File: src/rtl/cpa_pkg.sv
// Shared types, constants and helper functions for the CIGAR pileup accumulator.
// Used by every module in the rtl folder; depends on nothing else.
package cpa_pkg;

	// Default sizing of the pileup store.
	localparam int MAX_REFS_DEF    = 4;
	localparam int MAX_REF_LEN_DEF = 16384;
	localparam int NUM_BASES_DEF   = 4;
	localparam int STORE_DEPTH_DEF = MAX_REFS_DEF * NUM_BASES_DEF * MAX_REF_LEN_DEF;

	// Configuration port.
	localparam int NUM_CFG   = 4;
	localparam int CFG_IDX_W = 2;
	localparam int CFG_W     = 15;
	localparam logic [CFG_W-1:0] REF_LEN_RESET = 15'd16384;

	// Stream widths.
	localparam int IN_DATA_W  = 96;
	localparam int OUT_DATA_W = 112;
	localparam int MODE_W     = 2;
	localparam int STATUS_W   = 2;

	// Item kinds carried in the input tuser.
	typedef enum logic [MODE_W-1:0] {
		MODE_START   = 2'd0,
		MODE_CIGAR   = 2'd1,
		MODE_BASE    = 2'd2,
		MODE_READOUT = 2'd3
	} mode_t;

	// Result status carried in the output tuser.
	typedef enum logic [STATUS_W-1:0] {
		ST_DONE    = 2'd0,
		ST_SKIPPED = 2'd1,
		ST_RANGE   = 2'd2,
		ST_IGNORED = 2'd3
	} status_t;

	// CIGAR operation codes.
	localparam logic [3:0] OP_M  = 4'd0;
	localparam logic [3:0] OP_I  = 4'd1;
	localparam logic [3:0] OP_D  = 4'd2;
	localparam logic [3:0] OP_N  = 4'd3;
	localparam logic [3:0] OP_S  = 4'd4;
	localparam logic [3:0] OP_H  = 4'd5;
	localparam logic [3:0] OP_P  = 4'd6;
	localparam logic [3:0] OP_EQ = 4'd7;
	localparam logic [3:0] OP_X  = 4'd8;

	// Unmapped, secondary and supplementary flag bits.
	localparam logic [11:0] FLAG_FILTER = 12'h904;
	// Phred+33 quality offset.
	localparam logic [6:0] QUAL_OFFSET = 7'd33;

	// Input beat payload, last field in the lowest bits.
	typedef struct packed {
		logic [3:0]  pad;
		logic [1:0]  query_base;
		logic [13:0] query_pos;
		logic [6:0]  qual_char;
		logic [7:0]  base_char;
		logic [19:0] op_length;
		logic [3:0]  cigar_op;
		logic [7:0]  map_quality;
		logic [14:0] start_pos;
		logic [1:0]  ref_index;
		logic [11:0] flag_bits;
	} item_t;

	// One store entry, also the output beat payload.
	typedef struct packed {
		logic [39:0] mapq_sum;
		logic [39:0] quality_sum;
		logic [31:0] base_count;
	} entry_t;

	// Commands from the controller to the datapath.
	typedef struct packed {
		logic clear_step;
		logic capture;
		logic exec;
		logic mem_read;
		logic modify;
		logic load;
	} dp_cmd_t;

	// Status from the datapath to the controller.
	typedef struct packed {
		logic clear_last;
		logic need_mem;
	} dp_sts_t;

	typedef struct packed {
		logic       valid;
		logic [1:0] code;
	} base_code_t;

	function automatic logic [31:0] sat_add32(logic [31:0] a, logic [31:0] b);
		logic [32:0] s;
		s = {1'b0, a} + {1'b0, b};
		return s[32] ? '1 : s[31:0];
	endfunction

	function automatic logic [39:0] sat_add40(logic [39:0] a, logic [39:0] b);
		logic [40:0] s;
		s = {1'b0, a} + {1'b0, b};
		return s[40] ? '1 : s[39:0];
	endfunction

	// Uppercase A, C, G and T map to codes 0 to 3; anything else is invalid.
	function automatic base_code_t base_lookup(logic [7:0] ch);
		base_code_t r;
		r = '0;
		case (ch)
			8'h41: r = '{valid: 1'b1, code: 2'd0};
			8'h43: r = '{valid: 1'b1, code: 2'd1};
			8'h47: r = '{valid: 1'b1, code: 2'd2};
			8'h54: r = '{valid: 1'b1, code: 2'd3};
			default: r = '0;
		endcase
		return r;
	endfunction

endpackage

File: src/rtl/cpa_ctrl.sv
// Sequencing state machine of the pileup accumulator: clearing sweep, item
// execution, store access and result hand-off. Depends on cpa_pkg.
module cpa_ctrl (
	input  logic              clk,
	input  logic              arst_n,
	input  logic              in_valid,
	output logic              in_ready,
	output logic              out_valid,
	input  logic              out_ready,
	input  cpa_pkg::dp_sts_t  sts,
	output cpa_pkg::dp_cmd_t  cmd
);
	import cpa_pkg::*;

	typedef enum logic [2:0] {
		S_CLEAR,
		S_IDLE,
		S_EXEC,
		S_READ,
		S_MODIFY,
		S_FINISH
	} state_t;

	state_t state_q;
	logic   out_valid_q;
	logic   out_free;

	assign out_free  = !out_valid_q || out_ready;
	assign in_ready  = (state_q == S_IDLE);
	assign out_valid = out_valid_q;

	// State and output-valid register.
	always_ff @(posedge clk or negedge arst_n) begin
		if (!arst_n) begin
			state_q     <= S_CLEAR;
			out_valid_q <= 1'b0;
		end else begin
			if (out_valid_q && out_ready) begin
				out_valid_q <= 1'b0;
			end
			unique case (state_q)
				S_CLEAR: begin
					if (sts.clear_last) begin
						state_q <= S_IDLE;
					end
				end
				S_IDLE: begin
					if (in_valid) begin
						state_q <= S_EXEC;
					end
				end
				S_EXEC: begin
					state_q <= sts.need_mem ? S_READ : S_FINISH;
				end
				S_READ: begin
					state_q <= S_MODIFY;
				end
				S_MODIFY: begin
					state_q <= S_FINISH;
				end
				S_FINISH: begin
					if (out_free) begin
						out_valid_q <= 1'b1;
						state_q     <= S_IDLE;
					end
				end
				default: begin
					state_q <= S_IDLE;
				end
			endcase
		end
	end

	// Command decode.
	always_comb begin
		cmd = '0;
		unique case (state_q)
			S_CLEAR:  cmd.clear_step = 1'b1;
			S_IDLE:   cmd.capture    = in_valid;
			S_EXEC:   cmd.exec       = 1'b1;
			S_READ:   cmd.mem_read   = 1'b1;
			S_MODIFY: cmd.modify     = 1'b1;
			S_FINISH: cmd.load       = out_free;
			default:  cmd = '0;
		endcase
	end

endmodule

File: config.mk
export PLATFORM = sky130hd
export DESIGN_NAME = cpa_ctrl
export DESIGN_NICKNAME = d
export VERILOG_FILES = /design/src/rtl/cpa_pkg.sv /design/src/rtl/cpa_ctrl.sv
export SDC_FILE = /design/constraint.sdc
export NUM_CORES = 1
export LEC_CHECK = 0
export BUFFER_PORTS_ARGS = -buffer_cell sky130_fd_sc_hd__clkbuf_2
export CORE_AREA = 5 5 42 44
export CTS_CLUSTER_SIZE = 12
export DETAILED_ROUTE_END_ITERATION = 8
export DIE_AREA = 0 0 47 49
export PLACE_DENSITY_LB_ADDON = 0.3
export SYNTH_ARGS = -nofsm -noshare
export SYNTH_HDL_FRONTEND = slang
export SYNTH_SLANG_ARGS = --single-unit
File: constraint.sdc
create_clock -name clk -period 1.6 [get_ports clk]
set_input_delay 0.32 -clock clk [delete_from_list [all_inputs] [get_ports clk]]
set_output_delay 0.32 -clock clk [all_outputs]
set_load 0.02 [all_outputs]
==> results.tsv <==
stage	metric	value	unit
outcome	status	finished, final reports clean	
synth	synthesized net count	33	
global_routing	total congestion overflow	0	
synth	count leader, synth	dfrtp_1	
detailed_routing	DRC Markers	0	
detailed_routing	First-pass DRT Iterations	1	
global_routing	met3 global-route usage	3.32	%
synth	Ys Warns	0	
min_path	WHS Endpoint	state_q[1]	
detailed_routing	routed vias/inst	3.92	
synth	Yosys top cell by area	dfrtp_1	
clock_tree	H-tree levels	1	
clock_tree	clock sinks	4	
synth	Unique masters post-synth	18	
global_routing	number of global-route vias before repair	241	
sta	f_max	645	MHz
synth	Synth Register Bits	4	
min_path	worst hold start	in_valid	
min_path	hold path cells	3	
global_routing	M2 GR Usage	6.11	%
die	DIE AREA	0.00230	mm2
die	Initial Util	17.0	%
critical_path	Reg2Reg Depth	2	
synth	sequential-to-total area share from yosys stat	42.1	%
finish	fillcell total	154	
critical_path	Max FO, Critical Path	10	
detailed_routing	Via Count	231	
synth	ranking of synthesized cells by area	dfrtp_1 (42%), nand3b_1 (6.3%), nor2b_1 (5.3%)	
clock_tree	Root Driver	clkbuf_4	
synth	number of synthesized flops with an enable pin	0	
synth	Avg Inst Size Synth	8.80	um2
place	final RePlAce weighted congestion	0.674	
detailed_routing	DRT Wirelength	607	um
clock_tree	Clock Latency Late Sink	230	ps
sta	final hold violations	0	
critical_path	R2R Path End	state_q[0]	
die	Die Wd	47	um
sta	endpoints failing setup	0	
finish	Post-Layout Cell Count	59	
synth	ys async rst share	100	%
detailed_routing	average wire per standard cell	10.3	um
clock_tree	Bufs on Longest Clock Path	2	
global_routing	first-pass GRT wire length	1010	um
global_routing	largest net degree at the start of global routing	11	
detailed_routing	Routed Antenna Nets	0	
die	core box area	0.00140	mm2
clock_tree	CTS tree	built	
power	VDD IR max	834	uV
finish	post-route cell area	364	um2
place	Cells after DPL	54	
critical_path	Reg2Reg Launch Point	state_q[1]	
synth	Synth Cell Area	238	um2
die	floorplan row count	14	
critical_path	FF-to-FF setup slack	440	ps
place	IO buf count	13	
power	PD cells	2080	mW/mm2
critical_path	crit path DAT	1230	ps
global_routing	initial antenna violation count	0	
critical_path	CP Capture Type	output pin	
critical_path	WS Path Type	reg -> out	
finish	Seq. cell area	104	um2
job	Max-Cap Viols	0	
sta	final period utilization	96.8	%
sta	RSZ-0062 raised after global routing	true	
synth	Synth Flop Type	dfrtp_1	
finish	Multi-input gate area	129	um2
finish	Final #Nets	51	
synth	cells after synthesis	27	
power	Pwr Total	0.759	mW
sta	Fin Setup TNS	0	ps
finish	share of cells above drive strength 1	48.8	%
global_routing	GRT met1 Usage	9.53	%
power	leak pwr	0.181	nW
die	die height	49	um
clock_tree	clock slew at reported path FFs	40	ps
finish	# diodes	0	
critical_path	worst path required time	1280	ps
sta	Worst Tran Pin Value	185	ps
detailed_routing	Initial DRC Count	0	
clock_tree	Num CTS Buffers	3	
min_path	Hold Crit Class	in -> reg	
place	DP Area	312	um2
sta	clock period minus worst slack	1550	ps
sta	clock skew	2.06	ps
critical_path	Worst setup SP type	flop	
global_routing	busiest grt layer	met1	
synth	share of the synthesized area in the top cell type	42.1	%
place	post-DP HPWL	426	um
finish	Area Growth Syn to Fin	53.2	%
sta	count of final max-slew check failures	0	
die	IO Count	14	
global_routing	Overall Global Routing Usage	6.64	%
sta	Max-slew headroom	87.7	%
-- logic make-up after synthesis --
logic type             Yosys count  share of synthesized area, %
AND/OR/NAND/NOR                 15                          36.3
flip-flops                       4                          42.1
buffers and inverters            3                          8.42
AO/OA/AOI/OAI                    5                          13.2
-- critical path, cell delays in order (launching register included) --
cell	delay (ps)
dfrtp_2	450
or2b_1	280
nor2_1	110
buf_4	150
-- where the power goes --
group | switching (mW) | internal [mW] | leakage (nW)
registers | 0.0909 | 0.154 | 0.0467
clock network | 0.0392 | 0.0838 | 0.0138
logic | 0.222 | 0.170 | 0.120
-- cell usage in the layout, fill, tap and decap left out, types with 2 or more instances in the layout --
cell	n
nand3b_1	2
nand2_1	2
nor2_1	2
nor2b_1	2
buf_4	2
clkbuf_4	3
dfrtp_2	3
a21oi_1	2
clkbuf_2	10
buf_2	2
-- final cells by class --
| class | count | area share, % |
|---|---|---|
| multi-input cells | 20 | 35.4 |
| flip-flops and latches | 4 | 28.5 |
| repair buffers | 15 | 23.4 |
| clock buffers | 3 | 6.19 |
| well taps | 16 | 5.50 |
| inverters | 1 | 1.03 |
-- sequential cells by signal, summed over array words and instances, names as in the netlist --
signal	flops
out_valid	1
state_q	3
-- worst max path at each step --
stage	startpoint	endpoint	cells past startpoint
2_1_floorplan	state_q[0]	cmd[4]	4
3_3_place_gp	state_q[1]	cmd[3]	3
3_5_place_dp	state_q[0]	cmd[4]	4
4_1_cts	state_q[2]	cmd[2]	3
5_1_grt	state_q[1]	cmd[2]	3
6_report	state_q[1]	cmd[2]	3
-- per-layer routing --
layer  vias up  routed length [um]
li1        123                   -
met1        94                 313
met2        14                 204
met3         0                  89
met4         0                   0
met5         -                   0
-- metrics by stage --
stage / util, % / hold WS, ps / setup slack (ps)
finish: 26.0 / 363 / 50.5
CTS: 24.7 / 352 / 14.6
global placement: 22.2 / 132 / 244
detailed placement: 22.2 / 129 / 226
floorplan: - / 24.4 / 153
global route: 26.0 / 404 / -5.70
-- repair_timing --
action | in CTS | in global routing
gates cloned | 0 | 0
setup buffers | 0 | 1
gates resized for setup | 2 | 6
hold buffers | 1 | 0
endpoints found under the hold margin | 4 | 0
endpoints found under the setup margin | 3 | 4
Power figures use the tool's default switching activity.
