### config.mk
export PLATFORM = sky130hd
export DESIGN_NAME = cpa_datapath
export DESIGN_NICKNAME = d
export VERILOG_FILES = /design/src/rtl/cpa_pkg.sv /design/src/rtl/cpa_datapath.sv
export SDC_FILE = /design/constraint.sdc
export NUM_CORES = 1
export LEC_CHECK = 0
export ABC_AREA = 1
export BUFFER_PORTS_ARGS = -buffer_cell sky130_fd_sc_hd__buf_2
export CAP_MARGIN = 20
export CORE_UTILIZATION = 25
export CTS_BUF_LIST = sky130_fd_sc_hd__clkbuf_8
export DETAILED_ROUTE_END_ITERATION = 8
export PLACE_DENSITY = 0.43
export SYNTH_ARGS = -nofsm -noshare
export SYNTH_HDL_FRONTEND = slang
export SYNTH_SLANG_ARGS = --single-unit
### constraint.sdc
create_clock -name clk -period 4.3 [get_ports clk]
set_clock_uncertainty 0.05 [all_clocks]
set_input_delay 0.43 -clock clk [delete_from_list [all_inputs] [get_ports clk]]
set_output_delay 0.43 -clock clk [all_outputs]
set_load 0.02 [all_outputs]
### src/rtl/cpa_pkg.sv
// Shared types, constants and helper functions for the CIGAR pileup accumulator.
// Used by every module in the rtl folder; depends on nothing else.
package cpa_pkg;

	// Default sizing of the pileup store.
	localparam int MAX_REFS_DEF    = 4;
	localparam int MAX_REF_LEN_DEF = 16384;
	localparam int NUM_BASES_DEF   = 4;
	localparam int STORE_DEPTH_DEF = MAX_REFS_DEF * NUM_BASES_DEF * MAX_REF_LEN_DEF;

	// Configuration port.
	localparam int NUM_CFG   = 4;
	localparam int CFG_IDX_W = 2;
	localparam int CFG_W     = 15;
	localparam logic [CFG_W-1:0] REF_LEN_RESET = 15'd16384;

	// Stream widths.
	localparam int IN_DATA_W  = 96;
	localparam int OUT_DATA_W = 112;
	localparam int MODE_W     = 2;
	localparam int STATUS_W   = 2;

	// Item kinds carried in the input tuser.
	typedef enum logic [MODE_W-1:0] {
		MODE_START   = 2'd0,
		MODE_CIGAR   = 2'd1,
		MODE_BASE    = 2'd2,
		MODE_READOUT = 2'd3
	} mode_t;

	// Result status carried in the output tuser.
	typedef enum logic [STATUS_W-1:0] {
		ST_DONE    = 2'd0,
		ST_SKIPPED = 2'd1,
		ST_RANGE   = 2'd2,
		ST_IGNORED = 2'd3
	} status_t;

	// CIGAR operation codes.
	localparam logic [3:0] OP_M  = 4'd0;
	localparam logic [3:0] OP_I  = 4'd1;
	localparam logic [3:0] OP_D  = 4'd2;
	localparam logic [3:0] OP_N  = 4'd3;
	localparam logic [3:0] OP_S  = 4'd4;
	localparam logic [3:0] OP_H  = 4'd5;
	localparam logic [3:0] OP_P  = 4'd6;
	localparam logic [3:0] OP_EQ = 4'd7;
	localparam logic [3:0] OP_X  = 4'd8;

	// Unmapped, secondary and supplementary flag bits.
	localparam logic [11:0] FLAG_FILTER = 12'h904;
	// Phred+33 quality offset.
	localparam logic [6:0] QUAL_OFFSET = 7'd33;

	// Input beat payload, last field in the lowest bits.
	typedef struct packed {
		logic [3:0]  pad;
		logic [1:0]  query_base;
		logic [13:0] query_pos;
		logic [6:0]  qual_char;
		logic [7:0]  base_char;
		logic [19:0] op_length;
		logic [3:0]  cigar_op;
		logic [7:0]  map_quality;
		logic [14:0] start_pos;
		logic [1:0]  ref_index;
		logic [11:0] flag_bits;
	} item_t;

	// One store entry, also the output beat payload.
	typedef struct packed {
		logic [39:0] mapq_sum;
		logic [39:0] quality_sum;
		logic [31:0] base_count;
	} entry_t;

	// Commands from the controller to the datapath.
	typedef struct packed {
		logic clear_step;
		logic capture;
		logic exec;
		logic mem_read;
		logic modify;
		logic load;
	} dp_cmd_t;

	// Status from the datapath to the controller.
	typedef struct packed {
		logic clear_last;
		logic need_mem;
	} dp_sts_t;

	typedef struct packed {
		logic       valid;
		logic [1:0] code;
	} base_code_t;

	function automatic logic [31:0] sat_add32(logic [31:0] a, logic [31:0] b);
		logic [32:0] s;
		s = {1'b0, a} + {1'b0, b};
		return s[32] ? '1 : s[31:0];
	endfunction

	function automatic logic [39:0] sat_add40(logic [39:0] a, logic [39:0] b);
		logic [40:0] s;
		s = {1'b0, a} + {1'b0, b};
		return s[40] ? '1 : s[39:0];
	endfunction

	// Uppercase A, C, G and T map to codes 0 to 3; anything else is invalid.
	function automatic base_code_t base_lookup(logic [7:0] ch);
		base_code_t r;
		r = '0;
		case (ch)
			8'h41: r = '{valid: 1'b1, code: 2'd0};
			8'h43: r = '{valid: 1'b1, code: 2'd1};
			8'h47: r = '{valid: 1'b1, code: 2'd2};
			8'h54: r = '{valid: 1'b1, code: 2'd3};
			default: r = '0;
		endcase
		return r;
	endfunction

endpackage

### src/rtl/cpa_datapath.sv
// Datapath of the pileup accumulator: read tracking state, reference lengths,
// store addressing, saturating updates and result registers. Depends on cpa_pkg.
module cpa_datapath #(
	parameter int MAX_REFS    = cpa_pkg::MAX_REFS_DEF,
	parameter int MAX_REF_LEN = cpa_pkg::MAX_REF_LEN_DEF,
	parameter int NUM_BASES   = cpa_pkg::NUM_BASES_DEF,
	parameter int DEPTH       = MAX_REFS * NUM_BASES * MAX_REF_LEN,
	parameter int ADDR_W      = $clog2(DEPTH)
) (
	input  logic                          clk,
	input  logic                          arst_n,
	input  logic                          cfg_write,
	input  logic [cpa_pkg::CFG_IDX_W-1:0] cfg_index,
	input  logic [cpa_pkg::CFG_W-1:0]     cfg_wdata,
	input  cpa_pkg::item_t                in_item,
	input  cpa_pkg::mode_t                in_mode,
	input  cpa_pkg::dp_cmd_t              cmd,
	output cpa_pkg::dp_sts_t              sts,
	output logic                          st_we,
	output logic [ADDR_W-1:0]             st_waddr,
	output cpa_pkg::entry_t               st_wdata,
	output logic                          st_re,
	output logic [ADDR_W-1:0]             st_raddr,
	input  cpa_pkg::entry_t               st_rdata,
	output cpa_pkg::status_t              out_status,
	output cpa_pkg::entry_t               out_entry
);
	import cpa_pkg::*;

	localparam int ROW_W = $clog2(MAX_REFS * NUM_BASES);
	localparam int POS_W = $clog2(MAX_REF_LEN);
	localparam logic [31:0] MAX_REFS_U  = 32'(MAX_REFS);
	localparam logic [31:0] MAX_LEN_U   = 32'(MAX_REF_LEN);
	localparam logic [31:0] NUM_BASES_U = 32'(NUM_BASES);
	localparam logic [ADDR_W-1:0] LAST_ADDR = ADDR_W'(DEPTH - 1);

	// Configuration registers.
	logic [CFG_W-1:0] ref_len_q [NUM_CFG];

	// Captured item.
	item_t item_q;
	mode_t mode_q;

	// Read tracking state.
	logic        active_q;
	logic [1:0]  cur_ref_q;
	logic [7:0]  cur_mapq_q;
	logic [3:0]  pend_op_q;
	logic [19:0] rem_q;
	logic [31:0] target_q;

	// Store access pipeline and clearing sweep.
	logic [ROW_W-1:0]  row_s1;
	logic [POS_W-1:0]  pos_s1;
	logic              is_read_s1;
	logic [ADDR_W-1:0] addr_s2;
	logic [ADDR_W-1:0] clr_addr_q;

	// Result of the item in flight and the output register.
	status_t res_status_q;
	entry_t  res_entry_q;
	status_t out_status_q;
	entry_t  out_entry_q;

	// Next-state values worked out during execution.
	logic        act_d;
	logic [1:0]  ref_d;
	logic [7:0]  mapq_d;
	logic [3:0]  op_d;
	logic [19:0] rem_d;
	logic [31:0] tgt_d;
	status_t     stat_d;
	logic        need_mem;
	logic        is_read_d;
	logic [ROW_W-1:0] row_d;
	logic [POS_W-1:0] pos_d;

	logic [1:0]  sel_ref;
	logic [31:0] len_sel;
	base_code_t  bcode;
	logic [ADDR_W-1:0] addr_w;
	logic [6:0]  qual_val;
	entry_t      upd_entry;

	// Configuration writes.
	always_ff @(posedge clk or negedge arst_n) begin
		if (!arst_n) begin
			for (int i = 0; i < NUM_CFG; i++) begin
				ref_len_q[i] <= REF_LEN_RESET;
			end
		end else if (cfg_write) begin
			ref_len_q[cfg_index] <= cfg_wdata;
		end
	end

	// Usable length of the reference concerned: the read's own one for a base,
	// the queried one for a readout.
	always_comb begin
		sel_ref = (mode_q == MODE_READOUT) ? item_q.ref_index : cur_ref_q;
		len_sel = 32'(ref_len_q[sel_ref]);
		if (len_sel > MAX_LEN_U) begin
			len_sel = MAX_LEN_U;
		end
		if (32'(sel_ref) >= MAX_REFS_U) begin
			len_sel = '0;
		end
	end

	assign bcode = base_lookup(item_q.base_char);

	// Execution of the captured item against the read tracking state.
	always_comb begin
		act_d     = active_q;
		ref_d     = cur_ref_q;
		mapq_d    = cur_mapq_q;
		op_d      = pend_op_q;
		rem_d     = rem_q;
		tgt_d     = target_q;
		stat_d    = ST_IGNORED;
		need_mem  = 1'b0;
		is_read_d = 1'b0;
		row_d     = '0;
		pos_d     = '0;
		unique case (mode_q)
			MODE_START: begin
				act_d = 1'b0;
				op_d  = OP_M;
				rem_d = '0;
				if ((item_q.flag_bits & FLAG_FILTER) == '0 &&
				    32'(item_q.ref_index) < MAX_REFS_U) begin
					act_d  = 1'b1;
					ref_d  = item_q.ref_index;
					mapq_d = item_q.map_quality;
					tgt_d  = 32'(item_q.start_pos) - 32'd1;
					stat_d = ST_DONE;
				end
			end
			MODE_CIGAR: begin
				if (active_q && item_q.cigar_op <= OP_X) begin
					stat_d = ST_DONE;
					op_d   = item_q.cigar_op;
					rem_d  = '0;
					case (item_q.cigar_op) inside
						OP_M, OP_I, OP_S, OP_EQ, OP_X: rem_d = item_q.op_length;
						OP_D, OP_N: tgt_d = sat_add32(target_q, 32'(item_q.op_length));
						default: ;
					endcase
				end
			end
			MODE_BASE: begin
				if (active_q && rem_q != '0) begin
					rem_d = rem_q - 20'd1;
					if (pend_op_q == OP_I || pend_op_q == OP_S) begin
						// Inserted and soft-clipped bases are consumed only.
						stat_d = ST_DONE;
					end else begin
						tgt_d = sat_add32(target_q, 32'd1);
						if (!bcode.valid) begin
							stat_d = ST_SKIPPED;
						end else if (target_q >= len_sel) begin
							stat_d = ST_RANGE;
						end else begin
							stat_d   = ST_DONE;
							need_mem = 1'b1;
							row_d    = ROW_W'(32'(cur_ref_q) * NUM_BASES_U + 32'(bcode.code));
							pos_d    = POS_W'(target_q);
						end
					end
				end
			end
			MODE_READOUT: begin
				if (32'(item_q.query_pos) < len_sel) begin
					stat_d    = ST_DONE;
					need_mem  = 1'b1;
					is_read_d = 1'b1;
					row_d     = ROW_W'(32'(item_q.ref_index) * NUM_BASES_U +
					                   32'(item_q.query_base));
					pos_d     = POS_W'(32'(item_q.query_pos));
				end else begin
					stat_d = ST_RANGE;
				end
			end
			default: ;
		endcase
	end

	// Captured item payload.
	always_ff @(posedge clk) begin
		if (cmd.capture) begin
			item_q <= in_item;
			mode_q <= in_mode;
		end
	end

	// Read tracking state update.
	always_ff @(posedge clk or negedge arst_n) begin
		if (!arst_n) begin
			active_q   <= 1'b0;
			cur_ref_q  <= '0;
			cur_mapq_q <= '0;
			pend_op_q  <= OP_M;
			rem_q      <= '0;
			target_q   <= '0;
		end else if (cmd.exec) begin
			active_q   <= act_d;
			cur_ref_q  <= ref_d;
			cur_mapq_q <= mapq_d;
			pend_op_q  <= op_d;
			rem_q      <= rem_d;
			target_q   <= tgt_d;
		end
	end

	// Store address: row of reference and base, then position within it.
	assign addr_w = ADDR_W'(32'(row_s1) * MAX_LEN_U + 32'(pos_s1));

	always_ff @(posedge clk) begin
		if (cmd.exec) begin
			row_s1     <= row_d;
			pos_s1     <= pos_d;
			is_read_s1 <= is_read_d;
		end
		if (cmd.mem_read) begin
			addr_s2 <= addr_w;
		end
	end

	// Clearing sweep address.
	always_ff @(posedge clk or negedge arst_n) begin
		if (!arst_n) begin
			clr_addr_q <= '0;
		end else if (cmd.clear_step) begin
			clr_addr_q <= clr_addr_q + ADDR_W'(1);
		end
	end

	// Saturating update of the entry just read.
	always_comb begin
		qual_val = (item_q.qual_char >= QUAL_OFFSET) ? item_q.qual_char - QUAL_OFFSET : '0;
		upd_entry.base_count  = sat_add32(st_rdata.base_count, 32'd1);
		upd_entry.quality_sum = sat_add40(st_rdata.quality_sum, 40'(qual_val));
		upd_entry.mapq_sum    = sat_add40(st_rdata.mapq_sum, 40'(cur_mapq_q));
	end

	// Store port drive.
	assign st_re    = cmd.mem_read;
	assign st_raddr = addr_w;
	assign st_we    = cmd.clear_step || (cmd.modify && !is_read_s1);
	assign st_waddr = cmd.clear_step ? clr_addr_q : addr_s2;
	assign st_wdata = cmd.clear_step ? '0 : upd_entry;

	// Result of the current item and the output register.
	always_ff @(posedge clk) begin
		if (cmd.exec) begin
			res_status_q <= stat_d;
			res_entry_q  <= '0;
		end else if (cmd.modify && is_read_s1) begin
			res_entry_q <= st_rdata;
		end
		if (cmd.load) begin
			out_status_q <= res_status_q;
			out_entry_q  <= res_entry_q;
		end
	end

	assign sts.need_mem   = need_mem;
	assign sts.clear_last = (clr_addr_q == LAST_ADDR);
	assign out_status     = out_status_q;
	assign out_entry      = out_entry_q;

endmodule

==> results.sh <==
export IMPL_run_status="finished, violations left"
export IMPL_failed_checks="negative setup slack"
export IMPL_finalHoldViolCount=0
export IMPL_period_share=1.105
export IMPL_clock_fmax_mhz=210.4
export IMPL_cp_end_kind="output pin"
export IMPL_synth_top_area_frac=0.2709
export IMPL_internal_power_mw=10.18
export IMPL_synth_edf_count=238
export IMPL_cts_tree="built"
export IMPL_cp_common_cell="buf_4"
export IMPL_h_tree_depth=3
export IMPL_clkSinkCount=495
export IMPL_setup_violations=28
export IMPL_critical_path_top_delay_family="buffers and inverters"
export IMPL_slew_headroom=0.2827
export IMPL_worst_slack_ns=-0.4531
export IMPL_rows=118
export IMPL_port_buffers=488
export IMPL_maxCapViolCount=0
export IMPL_rsz0062_at_grt="yes"
export IMPL_p_sw_frac=0.3721
export IMPL_critPathKind="reg2out"
export IMPL_grt_total_usage=0.1878
export IMPL_power_frac_comb=0.326
export IMPL_dieWidth_um=326.9
export IMPL_syn_inst=3191
export IMPL_final_antenna_net_count=0
export IMPL_synthesis_area_um2=26390
export IMPL_power_leakage_nw=17.13
export IMPL_avgRoutedWirePerCell_um=18.60
export IMPL_timing_rr_start="mode_q[0]"
export IMPL_clock_power_share=0.294
export IMPL_gr_total_overflow=0
export IMPL_numCtsBuffers=95
export IMPL_avgSynthCellArea_um2=8.269
export IMPL_startpoint="mode_q[0]"
export IMPL_cp_start_kind="flop"
export IMPL_maxSlewViolCount=0
export IMPL_grt_pass1_vias=25150
export IMPL_clock_root_buffer="clkbuf_8"
export IMPL_critPathSlowestCell="edfxtp_1"
export IMPL_p_per_area_nw_per_um2=435.1
export IMPL_power_net_switching_mw=6.034
export IMPL_layout_common_cells="523 x nand2_1, 438 x inv_1, 416 x buf_2"
export IMPL_placed_cells=5045
export IMPL_clk_pin_slew_ns=0.06
export IMPL_antenna_found_initial=8
export IMPL_nets=4357
export IMPL_critPathArrivalTime_ns=4.27
export IMPL_clockBufferDepth=3
export IMPL_slowest_delay_ns=0.43
export IMPL_core_area_um2=104100
export IMPL_worst_path_buf_inv=8
export IMPL_dr_pass1_iters=7
export IMPL_layout_min_cycle_time_ns=4.753
export IMPL_worst_pin_slew_ns=1.073
export IMPL_vdd_drop_max_v=0.0003005
export IMPL_stdcell_count=5506
export IMPL_drt_iter0_drc=1424
export IMPL_required_ns=3.82
export IMPL_power_total_mw=16.22
export IMPL_initial_core_util=0.2535
export IMPL_regToRegSetupSlack_ns=0.43
export IMPL_pwr_share_seq=0.380
export IMPL_yosysSeqAreaShare=0.4935
export IMPL_synth_distinct_cells=62
export IMPL_place_area_um2=30930
export IMPL_yosys_register_bits=495
export IMPL_die_area_um2=106900
export IMPL_yosys_area_top_type="edfxtp_1"
export IMPL_hp_class="in2reg"
export IMPL_syn2layout_area_growth_pct=41.23
export IMPL_grt_first_pass_wirelength_um=153700
export IMPL_path_cells="buf_4 -> ha_4 -> o21ai_4 -> buf_12 -> a21oi_1 -> a32oi_1 -> buf_4 -> inv_1 -> ha_1 -> nor2_1 -> nand4_1 -> nor3_2 -> buf_4 -> o2111ai_1 -> nor4_2 -> o21ai_1 -> inv_1 -> nand4_1 -> o21ai_1 -> buf_4 -> buf_4"
export IMPL_min_from="st_rdata[44]"
export IMPL_crit_path_max_fanout=11
export IMPL_mostFrequentLayoutCell="nand2_1"
export IMPL_clk_latency_ns=0.77
export IMPL_design_area_um2=37270
export IMPL_dpl_hpwl_um=74870
export IMPL_drc_errors=0
export IMPL_synth_nets=3506
export IMPL_vias=25140
export IMPL_gp_congestion=0.9078
export IMPL_wirelength_um=102400
export IMPL_grt_start_max_net_pins=92
export IMPL_die_h_um=326.9
export IMPL_ys_async_sr_fraction=0.2929
export IMPL_viasPerCell=4.566
export IMPL_final_layout_size_suffix_gt1_frac=0.2498
export IMPL_ys_flop_type="edfxtp_1"
export IMPL_synth_warnings=0
export IMPL_io_pins=502
export IMPL_synthTopCellsByArea="edfxtp_1 27%, dfrtp_1 13%, dfxtp_1 8.5%, nand2_1 7.8%, o21ai_0 7.2%"
[cell usage after synthesis, types with 5 or more instances]
cell type and count:
nor2_2 5, o32ai_1 7, ha_1 76, nand2_1 550, nor2_1 323, buf_1 7, o21a_1 7, nand3_1 169
and2_1 6, edfxtp_1 238, o21ai_0 379, dfrtp_1 141, inv_2 5, nand4_1 37, o211ai_1 5, xor2_1 95
o22ai_1 11, a31oi_1 22, nor4_1 34, nor3_1 74, dfxtp_1 112, o21ai_1 32, nand3b_1 10, or2_2 5
a22oi_1 12, buf_2 10, a21oi_1 184, nor3_2 5, mux2_2 7, inv_1 428, clkbuf_1 90, o31ai_1 6
xnor2_1 36
[stage by stage]
step	setup slack (ns)	hold WS, ns	setup TNS [ns]	utilization
6_report	-0.4531	0.1228	-8.844	0.3580
2_1_floorplan	0.01379	0.08441	0	-
3_5_place_dp	-0.06818	0.3590	-0.1216	0.2972
3_3_place_gp	0.02714	0.3563	0	0.2972
5_1_grt	-0.8287	0.05623	-22.81	0.3580
4_1_cts	-0.6128	0.003897	-11.44	0.3521
[routing by layer]
layer	vias to the layer above	routed length, um	global-route usage
met5	-	39	0
met3	170	5398	0.03747
met2	734	49350	0.3241
li1	12400	-	-
met4	6	3154	0.06095
met1	11830	44480	0.2333
[final timing paths]
| check | to | cells after the start |
|---|---|---|
| min | res_entry_q[44] | 3 |
| min reg2reg | out_entry[57] | 0 |
| min in group asynchronous | clr_addr_q[15] | 2 |
| max reg2reg | pos_s1[5] | 24 |
| max in group asynchronous | ref_len_q[14] | 3 |
| max | sts[0] | 21 |
[area by class of cell]
cell class / count / area, um^2
Multi-Input combinational cell: 2146 / 12360
Inverter: 437 / 1675
Sequential cell: 495 / 13020
Fill cell: 10920 / 66820
Clock inverter: 68 / 399.1
Timing Repair Buffer: 867 / 6546
Tap cell: 1380 / 1727
Antenna cell: 2 / 5.005
Clock buffer: 111 / 1528
[logic make-up after synthesis]
logic type,synth area share
and+or+nand+nor,0.2033
AOI/OAI and AO/OA,0.1383
buffers and inverters,0.08004
DFF,0.4935
xor gates and xnor gates,0.04348
adders and majority gates,0.03831
muxes,0.002988
[sequential cells by signal, summed over array words and instances, names as in the netlist, 4 cells and up]
register	cells
cur_mapq_q	8
item_q	83
ref_len_q	60
row_s1	4
addr_s2	18
pos_s1	14
clr_addr_q	18
res_entry_q	112
target_q	32
out_entry	112
rem_q	20
pend_op_q	4
[timing repair]
| action | CTS | global route |
|---|---|---|
| cloned | 4 | 0 |
| hold buffers | 210 | 0 |
| pin swaps | 72 | 59 |
| hold endpoints to repair | 348 | 0 |
| setup buffers | 62 | 24 |
| gates resized for setup | 376 | 129 |
| endpoints found under the setup margin | 69 | 73 |
[tightest hold or removal path: stages]
cell,delay [ns]
buf_2,0.17
o21ai_0,0.16
nor2_1,0.10
[power groups by stage]
stage / Sequential, mW / Clock [mW] / Combinational (mW)
after global routing: 6.24 / 5.16 / 5.92
after global placement: 6.26 / 0 / 4.78
after detailed placement: 6.25 / 0 / 4.79
after floorplan: 6.13 / 0 / 3.05
final: 6.17 / 4.77 / 5.28
after CTS: 6.17 / 4.98 / 5.23
Note: power is estimated with default switching activity, not from simulation.
